[src/design/swdr_pkg.sv]
// Shared types and constants for the sliding window deviation ranker.
package swdr_pkg;

  localparam int MAX_WINDOW = 16;
  localparam int SLOT_W     = $clog2(MAX_WINDOW);
  localparam int CNT_W      = SLOT_W + 1;
  localparam int REC_W      = 64;
  localparam int WSUM_W     = 16 + SLOT_W;
  localparam int INFL_W     = 22;
  localparam int ABS_W      = 21;
  localparam int ACC_W      = ABS_W + SLOT_W;
  localparam int FRAC_W     = 17;

  localparam logic [1:0] MODE_RECORD = 2'd0;
  localparam logic [1:0] MODE_QUERY  = 2'd1;
  localparam logic [1:0] MODE_CLEAR  = 2'd2;

  localparam logic [1:0] REG_WLEN  = 2'd0;
  localparam logic [1:0] REG_TOP   = 2'd1;
  localparam logic [1:0] REG_THR   = 2'd2;
  localparam logic [1:0] REG_EN    = 2'd3;

  typedef enum logic [2:0] {
    ST_IDLE,
    ST_START,
    ST_SUM,
    ST_PASS,
    ST_PASS_END,
    ST_DIV_GO,
    ST_DIV_WAIT,
    ST_EMIT
  } state_t;

  typedef struct packed {
    logic busy;
    logic done;
  } div_stat_t;

endpackage

[src/design/swdr_div.sv]
// Bit-serial divider: floor(a * 2^16 / d) for a <= d, one quotient bit per cycle.
module swdr_div (
  input  logic                        clk,
  input  logic                        rst,
  input  logic                        start,
  input  logic [swdr_pkg::ACC_W-1:0]  num,
  input  logic [swdr_pkg::ACC_W-1:0]  den,
  output logic [swdr_pkg::FRAC_W-1:0] quot,
  output swdr_pkg::div_stat_t         stat
);
  import swdr_pkg::*;

  localparam int STEP_W = $clog2(FRAC_W + 1);

  logic [ACC_W:0]    rem;
  logic [ACC_W-1:0]  dreg;
  logic [STEP_W-1:0] steps;
  logic              busy;
  logic              done;
  logic              ge;
  logic [ACC_W:0]    rem_sub;

  assign ge      = rem >= {1'b0, dreg};
  assign rem_sub = ge ? (rem - {1'b0, dreg}) : rem;

  always_ff @(posedge clk) begin
    if (rst) begin
      busy  <= 1'b0;
      done  <= 1'b0;
      steps <= '0;
    end else begin
      done <= 1'b0;
      if (start) begin
        busy  <= 1'b1;
        steps <= STEP_W'(FRAC_W);
      end else if (busy) begin
        steps <= steps - 1'b1;
        if (steps == STEP_W'(1)) begin
          busy <= 1'b0;
          done <= 1'b1;
        end
      end
    end
  end

  always_ff @(posedge clk) begin
    if (start) begin
      rem  <= {1'b0, num};
      dreg <= den;
      quot <= '0;
    end else if (busy) begin
      quot <= {quot[FRAC_W-2:0], ge};
      rem  <= {rem_sub[ACC_W-1:0], 1'b0};
    end
  end

  assign stat.busy = busy;
  assign stat.done = done;

endmodule

[src/design/sliding_window_deviation_ranker.sv]
// Top level of the sliding window deviation ranker: record ring, ranking sequencer, output.
// Record item: its status follows a summing pass, k ranking passes over the n held records
//   (k = min(top_count, n)) and a division, none when the dominance check is off, no division
//   when the top sum is 0. Throughput: one item at a time; a query emits its ranked entries
//   one by one, each after a ranking pass and a division. The rate is set by the single read
//   port of the record memory, one entry per cycle per pass, and by the bit-serial divider.
// Reset: synchronous; window empty, sequence 0, registers at 16, 16, 65536, 0. No clearing pass.
module sliding_window_deviation_ranker (
  input  logic                          clk,
  input  logic                          rst,
  // input items
  input  logic                          in_valid,
  output logic                          in_ready,
  input  logic [1:0]                    mode,
  input  logic [15:0]                   token_id,
  input  logic signed [15:0]            weight,
  // result items
  output logic                          out_valid,
  input  logic                          out_ready,
  output logic                          kind,
  output logic                          dominant,
  output logic [16:0]                   fraction,
  output logic [15:0]                   entry_token,
  output logic signed [15:0]            entry_weight,
  output logic signed [21:0]            influence,
  output logic [16:0]                   cum_fraction,
  output logic [31:0]                   sequence_res,
  output logic [4:0]                    held_records,
  output logic                          last,
  // register port
  input  logic                          psel,
  input  logic                          penable,
  input  logic                          pwrite,
  input  logic [3:0]                    paddr,
  input  logic [31:0]                   pwdata,
  output logic [31:0]                   prdata,
  output logic                          pready
);
  import swdr_pkg::*;

  // ---------------------------------------------------------------- registers
  logic [CNT_W-1:0]  wlen;
  logic [4:0]        top_count;
  logic [FRAC_W-1:0] thr;
  logic              dom_en;
  logic              cfg_wr;
  logic [4:0]        wlen_raw;
  logic [CNT_W-1:0]  wlen_next;

  assign pready   = 1'b1;
  assign cfg_wr   = psel && penable && pwrite && pready;
  assign wlen_raw = pwdata[4:0];

  always_comb begin
    if (wlen_raw == 5'd0) wlen_next = CNT_W'(1);
    else if (32'(wlen_raw) > MAX_WINDOW) wlen_next = CNT_W'(MAX_WINDOW);
    else wlen_next = wlen_raw[CNT_W-1:0];
  end

  always_ff @(posedge clk) begin
    if (rst) begin
      wlen      <= CNT_W'(MAX_WINDOW);
      top_count <= 5'd16;
      thr       <= 17'h10000;
      dom_en    <= 1'b0;
    end else if (cfg_wr) begin
      unique case (paddr[3:2])
        REG_WLEN: wlen      <= wlen_next;
        REG_TOP:  top_count <= pwdata[4:0];
        REG_THR:  thr       <= pwdata[16:0];
        REG_EN:   dom_en    <= pwdata[0];
        default:  ;
      endcase
    end
  end

  always_comb begin
    unique case (paddr[3:2])
      REG_WLEN: prdata = 32'(wlen);
      REG_TOP:  prdata = 32'(top_count);
      REG_THR:  prdata = 32'(thr);
      REG_EN:   prdata = 32'(dom_en);
      default:  prdata = '0;
    endcase
  end

  // ---------------------------------------------------------------- record memory
  // Written only in idle on an accepted record item, read only while ranking, so a
  // read never meets a write to the same entry.
  logic [REC_W-1:0]  rec_mem [MAX_WINDOW];
  logic [REC_W-1:0]  rd_data;
  logic [SLOT_W-1:0] rd_addr;
  logic              mem_wr;

  logic [SLOT_W-1:0] wpos;
  logic [CNT_W-1:0]  held;
  logic [31:0]       next_seq;

  always_ff @(posedge clk) begin
    if (mem_wr) rec_mem[wpos] <= {token_id, weight, next_seq};
    rd_data <= rec_mem[rd_addr];
  end

  // ---------------------------------------------------------------- sequencer state
  state_t            state, state_next;
  logic              accept;
  logic [1:0]        mode_q;
  logic [15:0]       tok_q;
  logic [15:0]       wt_q;
  logic [31:0]       seq_q;
  logic [CNT_W-1:0]  k;
  logic [CNT_W-1:0]  rank;
  logic [SLOT_W-1:0] start_slot;
  logic [CNT_W-1:0]  i_rd;
  logic              rd_pend;
  logic [SLOT_W-1:0] i_pd;
  logic signed [WSUM_W-1:0] wsum;
  logic [ACC_W-1:0]  total;
  logic [ACC_W-1:0]  top_sum;
  logic [ACC_W-1:0]  running;
  logic [ABS_W-1:0]  top_abs;
  logic [MAX_WINDOW-1:0] used;
  logic              best_found;
  logic [ABS_W-1:0]  best_abs;
  logic [SLOT_W-1:0] best_idx;
  logic signed [INFL_W-1:0] best_infl;
  logic [REC_W-1:0]  best_rec;
  logic              no_frac;

  // control strobes
  logic scan_init;
  logic scan_last;
  logic out_free;
  logic check_dom;
  logic div_start;
  logic div_zero;
  logic [CNT_W-1:0] k_new;
  logic [ACC_W-1:0] div_num;
  logic [ACC_W-1:0] div_den;
  logic [FRAC_W-1:0] div_q;
  div_stat_t div_st;

  assign accept   = in_valid && in_ready;
  assign out_free = !out_valid || out_ready;
  assign mem_wr   = accept && (mode == MODE_RECORD);

  // ranked entries for this item, from the count as updated by the accepted item
  assign k_new = (top_count < 5'(held)) ? top_count[CNT_W-1:0] : held;

  // dominance check is only worth running with more than one record and a live threshold
  assign check_dom = dom_en && !thr[FRAC_W-1] && (held > CNT_W'(1)) && (k_new != '0);
  assign scan_last = rd_pend && ({1'b0, i_pd} == held - 1'b1);

  // per-entry influence of the record coming out of memory
  logic signed [15:0]       rd_w;
  logic signed [INFL_W-1:0] rd_infl;
  logic [ABS_W-1:0]         rd_abs;
  logic [CNT_W:0]           slot_sum;

  assign rd_w    = rd_data[47:32];
  assign rd_infl = INFL_W'($signed({1'b0, held}) * rd_w) - INFL_W'(wsum);
  assign rd_abs  = rd_infl[INFL_W-1] ? ABS_W'(-rd_infl) : ABS_W'(rd_infl);

  // ring position of the i_rd-th oldest record
  assign slot_sum = {1'b0, start_slot} + {1'b0, i_rd};
  assign rd_addr  = (slot_sum >= {1'b0, wlen}) ? SLOT_W'(slot_sum - {1'b0, wlen})
                                              : SLOT_W'(slot_sum);

  assign div_zero = (div_den == '0);
  assign div_num  = (mode_q == MODE_RECORD) ? ACC_W'(top_abs) : running;
  assign div_den  = (mode_q == MODE_RECORD) ? top_sum : total;

  // next state
  always_comb begin
    state_next = state;
    unique case (state)
      ST_IDLE: begin
        if (accept && (mode == MODE_RECORD || mode == MODE_QUERY)) state_next = ST_START;
      end
      ST_START: begin
        if (mode_q == MODE_RECORD) state_next = check_dom ? ST_SUM : ST_EMIT;
        else state_next = (k_new == '0) ? ST_IDLE : ST_SUM;
      end
      ST_SUM:      if (scan_last) state_next = ST_PASS;
      ST_PASS:     if (scan_last) state_next = ST_PASS_END;
      ST_PASS_END: begin
        if (mode_q == MODE_RECORD && rank + 1'b1 != k) state_next = ST_PASS;
        else state_next = ST_DIV_GO;
      end
      ST_DIV_GO:   state_next = div_zero ? ST_EMIT : ST_DIV_WAIT;
      ST_DIV_WAIT: if (div_st.done) state_next = ST_EMIT;
      ST_EMIT: begin
        if (out_free) begin
          if (mode_q == MODE_RECORD || rank == k) state_next = ST_IDLE;
          else state_next = ST_PASS;
        end
      end
      default: state_next = ST_IDLE;
    endcase
  end

  // control outputs
  always_comb begin
    in_ready  = (state == ST_IDLE);
    scan_init = (state_next != state) && (state_next == ST_SUM || state_next == ST_PASS);
    div_start = (state == ST_DIV_GO) && !div_zero;
  end

  always_ff @(posedge clk) begin
    if (rst) state <= ST_IDLE;
    else state <= state_next;
  end

  // window bookkeeping
  always_ff @(posedge clk) begin
    if (rst) begin
      wpos     <= '0;
      held     <= '0;
      next_seq <= '0;
    end else if (cfg_wr && paddr[3:2] == REG_WLEN) begin
      wpos <= '0;
      held <= '0;
    end else if (accept) begin
      case (mode)
        MODE_RECORD: begin
          next_seq <= next_seq + 1'b1;
          wpos     <= ({1'b0, wpos} + 1'b1 == wlen) ? '0 : wpos + 1'b1;
          if (held < wlen) held <= held + 1'b1;
        end
        MODE_CLEAR: begin
          wpos     <= '0;
          held     <= '0;
          next_seq <= '0;
        end
        default: ;
      endcase
    end
  end

  // ranking datapath
  logic [CNT_W:0] oldest;
  assign oldest = {1'b0, wpos} + {1'b0, wlen} - {1'b0, held};

  always_ff @(posedge clk) begin
    if (accept) begin
      mode_q <= mode;
      tok_q  <= token_id;
      wt_q   <= weight;
      seq_q  <= next_seq;
    end

    if (state == ST_START) begin
      k          <= k_new;
      start_slot <= (oldest >= {1'b0, wlen}) ? SLOT_W'(oldest - {1'b0, wlen})
                                            : SLOT_W'(oldest);
      rank       <= '0;
      used       <= '0;
      wsum       <= '0;
      total      <= '0;
      top_sum    <= '0;
      running    <= '0;
      no_frac    <= !check_dom;
    end

    // memory scan: one read issued per cycle, its data handled in the next cycle
    if (scan_init) begin
      i_rd       <= '0;
      rd_pend    <= 1'b0;
      best_found <= 1'b0;
    end else if (state == ST_SUM || state == ST_PASS) begin
      rd_pend <= (i_rd < held);
      i_pd    <= SLOT_W'(i_rd);
      if (i_rd < held) i_rd <= i_rd + 1'b1;
    end

    if (state == ST_SUM && rd_pend) wsum <= wsum + WSUM_W'(rd_w);

    if (state == ST_PASS && rd_pend) begin
      if (rank == '0) total <= total + ACC_W'(rd_abs);
      // strict compare keeps the older record on equal magnitude
      if (!used[i_pd] && (!best_found || rd_abs > best_abs)) begin
        best_found <= 1'b1;
        best_abs   <= rd_abs;
        best_idx   <= i_pd;
        best_infl  <= rd_infl;
        best_rec   <= rd_data;
      end
    end

    if (state == ST_PASS_END) begin
      used[best_idx] <= 1'b1;
      rank           <= rank + 1'b1;
      top_sum        <= top_sum + ACC_W'(best_abs);
      running        <= running + ACC_W'(best_abs);
      if (rank == '0) top_abs <= best_abs;
    end
  end

  swdr_div u_div (
    .clk   (clk),
    .rst   (rst),
    .start (div_start),
    .num   (div_num),
    .den   (div_den),
    .quot  (div_q),
    .stat  (div_st)
  );

  // ---------------------------------------------------------------- output register
  logic [FRAC_W-1:0] frac_val;
  assign frac_val = (no_frac || div_zero) ? '0 : div_q;

  always_ff @(posedge clk) begin
    if (rst) begin
      out_valid <= 1'b0;
    end else if (state == ST_EMIT && out_free) begin
      out_valid <= 1'b1;
    end else if (out_ready) begin
      out_valid <= 1'b0;
    end
  end

  always_ff @(posedge clk) begin
    if (state == ST_EMIT && out_free) begin
      held_records <= held;
      if (mode_q == MODE_RECORD) begin
        kind         <= 1'b0;
        dominant     <= !no_frac && !div_zero && (frac_val >= thr);
        fraction     <= frac_val;
        entry_token  <= tok_q;
        entry_weight <= wt_q;
        influence    <= '0;
        cum_fraction <= '0;
        sequence_res <= seq_q;
        last         <= 1'b0;
      end else begin
        kind         <= 1'b1;
        dominant     <= 1'b0;
        fraction     <= '0;
        entry_token  <= best_rec[63:48];
        entry_weight <= best_rec[47:32];
        influence    <= best_infl;
        cum_fraction <= div_zero ? '0 : div_q;
        sequence_res <= best_rec[31:0];
        last         <= (rank == k);
      end
    end
  end

  // ---------------------------------------------------------------- checks
  a_held_bound: assert property (@(posedge clk) disable iff (rst) held <= wlen)
    else $error("held count exceeds window length");

  a_wpos_bound: assert property (@(posedge clk) disable iff (rst) {1'b0, wpos} < wlen)
    else $error("write position outside window");

  a_div_idle: assert property (@(posedge clk) disable iff (rst) div_start |-> !div_st.busy)
    else $error("divider restarted while busy");

  a_emit_loads: assert property (@(posedge clk) disable iff (rst)
    (state == ST_EMIT && out_free) |=> out_valid)
    else $error("emit did not load output register");

endmodule
[config.mk]
export PLATFORM = sky130hd
export DESIGN_NAME = sliding_window_deviation_ranker
export DESIGN_NICKNAME = d
export VERILOG_FILES = /design/src/design/swdr_pkg.sv /design/src/design/swdr_div.sv /design/src/design/sliding_window_deviation_ranker.sv
export SDC_FILE = /design/constraint.sdc
export NUM_CORES = 2
export LEC_CHECK = 0
export ABC_AREA = 1
export BUFFER_PORTS_ARGS = -buffer_cell sky130_fd_sc_hd__buf_4
export CAP_MARGIN = 20
export CORE_MARGIN = 5
export CORE_UTILIZATION = 55
export CTS_CLUSTER_DIAMETER = 120
export DETAILED_ROUTE_END_ITERATION = 7
export HOLD_SLACK_MARGIN = 0.15
export PLACE_DENSITY_LB_ADDON = 0.08
export SETUP_SLACK_MARGIN = 0.05
export SYNTH_ARGS = -nofsm -noshare
export SYNTH_HDL_FRONTEND = slang
export SYNTH_SLANG_ARGS = --single-unit
[constraint.sdc]
create_clock -name clk -period 22.6 [get_ports clk]
set_input_delay 1.13 -clock clk [delete_from_list [all_inputs] [get_ports clk]]
set_output_delay 1.13 -clock clk [all_outputs]
set_load 0.05 [all_outputs]
==> results.txt <==
cell-internal power -> 6.56 mW
hold buffer count at cts -> 0
max-cap viol count -> 0
min-delay worst type -> flop to flop
net switching component of the power -> 4.34 mW
critical path capture point type -> flop
Die Area -> 0.150 mm^2
Worst VDD drop -> 0.000192 V
Tightest Pin Transition -> 1.13 ns
power share of the combinational group -> 0.388
final core utilization -> 0.619
Wirelength per Cell -> 20.7 um
global placer's final weighted congestion -> 0.903
Pre-Repair DR Iteration Count -> 5
power density of the placed cells -> 124 mW/mm^2
number of primary I/O pins -> 240
share of flip-flops with an asynchronous set or reset after synthesis -> 0
top cell type's share of synthesized area -> 0.570
Initial Util -> 0.554
number of antenna-violating nets in the routed design -> 0
number of design-rule violations left by the first detailed-router iteration -> 4602
count of yosys warnings during synthesis -> 0
Area contributors post-synth -> sky130_fd_sc_hd__edfxtp_1 (57%), sky130_fd_sc_hd__nand2_1 (12%), sky130_fd_sc_hd__dfxtp_1 (5.4%)
critical path's largest stage delay -> 0.88 ns
outcome -> complete, no violations
data arrival time of the critical path -> 9.77 ns
Net count, final -> 8208
Final Hold Violating Endpoints -> 0
worst skew pair latency -> 0.80 ns
Post-Syn Area per Cell -> 10.3 um^2
switching portion of total power -> 0.398
cells resized by post-CTS repair -> 0
H-tree levels -> 4
Worst Setup Start Kind -> flop
CTS tree -> built
register clock-pin slew on the reported worst setup and hold paths -> 0.06 ns
pin count of the biggest net entering global routing -> 179
register area share after synthesis -> 0.623
via count of the first global-routing pass -> 52000
total routed wirelength -> 204000 um
remaining design rule violation count -> 0
cell area after technology mapping -> 0.0784 mm^2
TritonCTS Buffers -> 175
Clock Skew -> 0.0244 ns
total number of placement rows -> 138
worst-case clock buffer depth -> 3
Reg power frac -> 0.351
clock share of power -> 0.261
Area growth, synth to finish -> 11.7%
flop and latch count out of synthesis -> 1698
number of enable-type register cells in the synthesized netlist -> 1488
standby leakage power -> 36.0 nW
share of layout cells above drive strength 1 -> 0.0777
count of unique library cells instantiated by Yosys -> 62
kind of cell adding the most delay to the critical path -> adder cells
DR vias -> 54500
post-route clock period utilization -> 0.414
global-route total usage across every layer -> 0.266
most common flop cell mapped by yosys -> sky130_fd_sc_hd__edfxtp_1
GRT Residual Overflow -> 0
core region area -> 0.142 mm^2
highest-delay cell along the critical path -> sky130_fd_sc_hd__buf_4
data required time at the worst endpoint -> 23.01 ns
first-pass GRT wire length -> 310000 um
antenna violations before repair -> 6
Worst Path Max Fanout -> 65
buffers plus inverters on the worst setup path -> 9
Post-Route Setup TNS -> 0 ns
cell type with the highest occurrence count on the critical path -> sky130_fd_sc_hd__inv_1
Detail Placement HPWL -> 120000 um
unrepaired setup endpoints after global routing -> no
library cell occupying the most area in the post-synthesis netlist -> sky130_fd_sc_hd__edfxtp_1
max_slew headroom -> 0.249
CP Class -> flop to flop
FILL cells -> 11500
width of the chip -> 388 um
Post-CTS Repair Setup Buffers -> 0
Max Transition Viols Final -> 0
clock sink total -> 1698
Die Height -> 388 um
instance count of the mapped netlist -> 7648
clock tree root driver cell -> sky130_fd_sc_hd__clkbuf_16
Port Buf Inserts -> 206
setup-violating endpoint count in the final report -> 0
Final min period -> 9.36 ns
Avg Vias per Cell -> 5.53
maximum clock rate -> 107 MHz
routing by layer:
metal	global-route usage	vias up	wire length, um
li1	-	26300	-
met1	0.355	26200	85400
met3	0.0390	333	12200
met4	0.0826	6	5970
met2	0.453	1665	100000
met5	0	-	35
state kept, by name (all words and copies together) (netlist names), 26 cells and up:
register      count
best_rec         64
rec_mem        1024
rd_data          64
next_seq         32
sequence_res     32
seq_q            32
u_div.rem        26
worst register-to-register path: cells and delay by family (launching register included):
| family | cells | cell delay (ns) |
|---|---|---|
| XOR/XNOR | 1 | 0.16 |
| buffers and inverters | 9 | 2.68 |
| AND/OR/NAND/NOR | 15 | 2.07 |
| adder cells (fa/ha/maj) | 6 | 2.72 |
| AO/OA/AOI/OAI | 3 | 0.83 |
| flip-flops | 1 | 0.51 |
logic make-up (layout without fill, tap and decap cells):
group	count (synthesis)	count (layout)	share of synthesized area
buf+inv	1047	1347	0.0533
fa+ha+maj	318	318	0.0585
flops	1698	1698	0.623
xor+xnor	86	86	0.00980
mux	2	2	0.000271
other cells	2	18	0.0000958
compound gates	1036	1036	0.0771
simple gates	3459	3459	0.177
power by group through the flow:
stage / Clock, mW / Combinational (mW) / Sequential (mW)
floorplan: 0 / 3.06 / 3.84
global placement: 0 / 4.15 / 3.88
detailed placement: 0 / 4.21 / 3.89
CTS: 2.90 / 4.23 / 3.82
global route: 3.03 / 4.76 / 3.84
finish: 2.85 / 4.23 / 3.82
layout by cell type, fill, tap and decap left out, types with 9 or more instances in the layout:
cell type,instances
sky130_fd_sc_hd__clkinv_1,24
sky130_fd_sc_hd__a21boi_0,9
sky130_fd_sc_hd__clkinvlp_4,9
sky130_fd_sc_hd__clkbuf_1,48
sky130_fd_sc_hd__inv_1,724
sky130_fd_sc_hd__nand4_1,41
sky130_fd_sc_hd__o21a_1,25
sky130_fd_sc_hd__o21bai_1,12
sky130_fd_sc_hd__dfxtp_1,210
sky130_fd_sc_hd__clkbuf_8,27
sky130_fd_sc_hd__o21ai_1,28
sky130_fd_sc_hd__xnor2_1,25
sky130_fd_sc_hd__nor2_4,19
sky130_fd_sc_hd__clkinv_2,26
sky130_fd_sc_hd__conb_1,16
sky130_fd_sc_hd__o211ai_1,211
sky130_fd_sc_hd__o22ai_1,30
sky130_fd_sc_hd__fa_1,81
sky130_fd_sc_hd__nor2_2,9
sky130_fd_sc_hd__or2_2,16
sky130_fd_sc_hd__nand2_1,2403
sky130_fd_sc_hd__buf_4,272
sky130_fd_sc_hd__nor4_1,15
sky130_fd_sc_hd__nor3_1,40
sky130_fd_sc_hd__xor2_1,59
sky130_fd_sc_hd__nand3_1,452
sky130_fd_sc_hd__nor2_1,437
sky130_fd_sc_hd__o21ai_0,338
sky130_fd_sc_hd__clkbuf_16,180
sky130_fd_sc_hd__a21oi_1,315
sky130_fd_sc_hd__a31oi_1,13
sky130_fd_sc_hd__a21o_1,16
sky130_fd_sc_hd__edfxtp_1,1488
sky130_fd_sc_hd__ha_1,237
synth_stat cells (15+ instances only):
cell,instances
sky130_fd_sc_hd__a21o_1,16
sky130_fd_sc_hd__a21oi_1,316
sky130_fd_sc_hd__buf_1,26
sky130_fd_sc_hd__buf_2,136
sky130_fd_sc_hd__buf_4,19
sky130_fd_sc_hd__clkbuf_1,124
sky130_fd_sc_hd__dfxtp_1,210
sky130_fd_sc_hd__edfxtp_1,1488
sky130_fd_sc_hd__fa_1,81
sky130_fd_sc_hd__ha_1,237
sky130_fd_sc_hd__inv_1,727
sky130_fd_sc_hd__nand2_1,2404
sky130_fd_sc_hd__nand3_1,452
sky130_fd_sc_hd__nand4_1,41
sky130_fd_sc_hd__nor2_1,456
sky130_fd_sc_hd__nor3_1,40
sky130_fd_sc_hd__nor4_1,15
sky130_fd_sc_hd__o211ai_1,211
sky130_fd_sc_hd__o21a_1,25
sky130_fd_sc_hd__o21ai_0,340
sky130_fd_sc_hd__o21ai_1,28
sky130_fd_sc_hd__o22ai_1,30
sky130_fd_sc_hd__or2_2,16
sky130_fd_sc_hd__xnor2_1,25
sky130_fd_sc_hd__xor2_1,59
final timing paths:
path,startpoint,endpoint,slack (ns),cells past startpoint
setup / recovery,held[1],best_rec[17],13.24,34
hold / removal,rd_data[63],best_rec[63],0.40,0
setup reg to reg,held[1],best_rec[17],13.24,34
hold reg to reg,rd_data[63],best_rec[63],0.40,0
area by class of cell:
type,count,area (um^2),area share
Antenna cell,2,5.00,0.0000571
Clock buffer,255,5060,0.0577
Sequential cell,1698,48900,0.558
Tap cell,1890,2360,0.0270
Timing Repair Buffer,280,2220,0.0253
Multi-Input combinational cell,4917,25600,0.292
Clock inverter,71,681,0.00777
Inverter,741,2810,0.0321
stage by stage:
stage / area, um^2 / power (mW) / cells / setup WS (ns) / hold WS [ns]
3_5_place_dp: 81800 / 8.09 / 9524 / 13.13 / 0.389
2_1_floorplan: 78500 / 6.90 / 7662 / 13.95 / 0.386
3_3_place_gp: 81700 / 8.03 / 9521 / 13.25 / 0.387
5_1_grt: 87600 / 11.6 / 9852 / 12.61 / 0.405
4_1_cts: 87600 / 11.0 / 9850 / 13.09 / 0.400
6_report: 87600 / 10.9 / 9854 / 13.24 / 0.402
No activity file was read; power rests on OpenSTA's default activity.
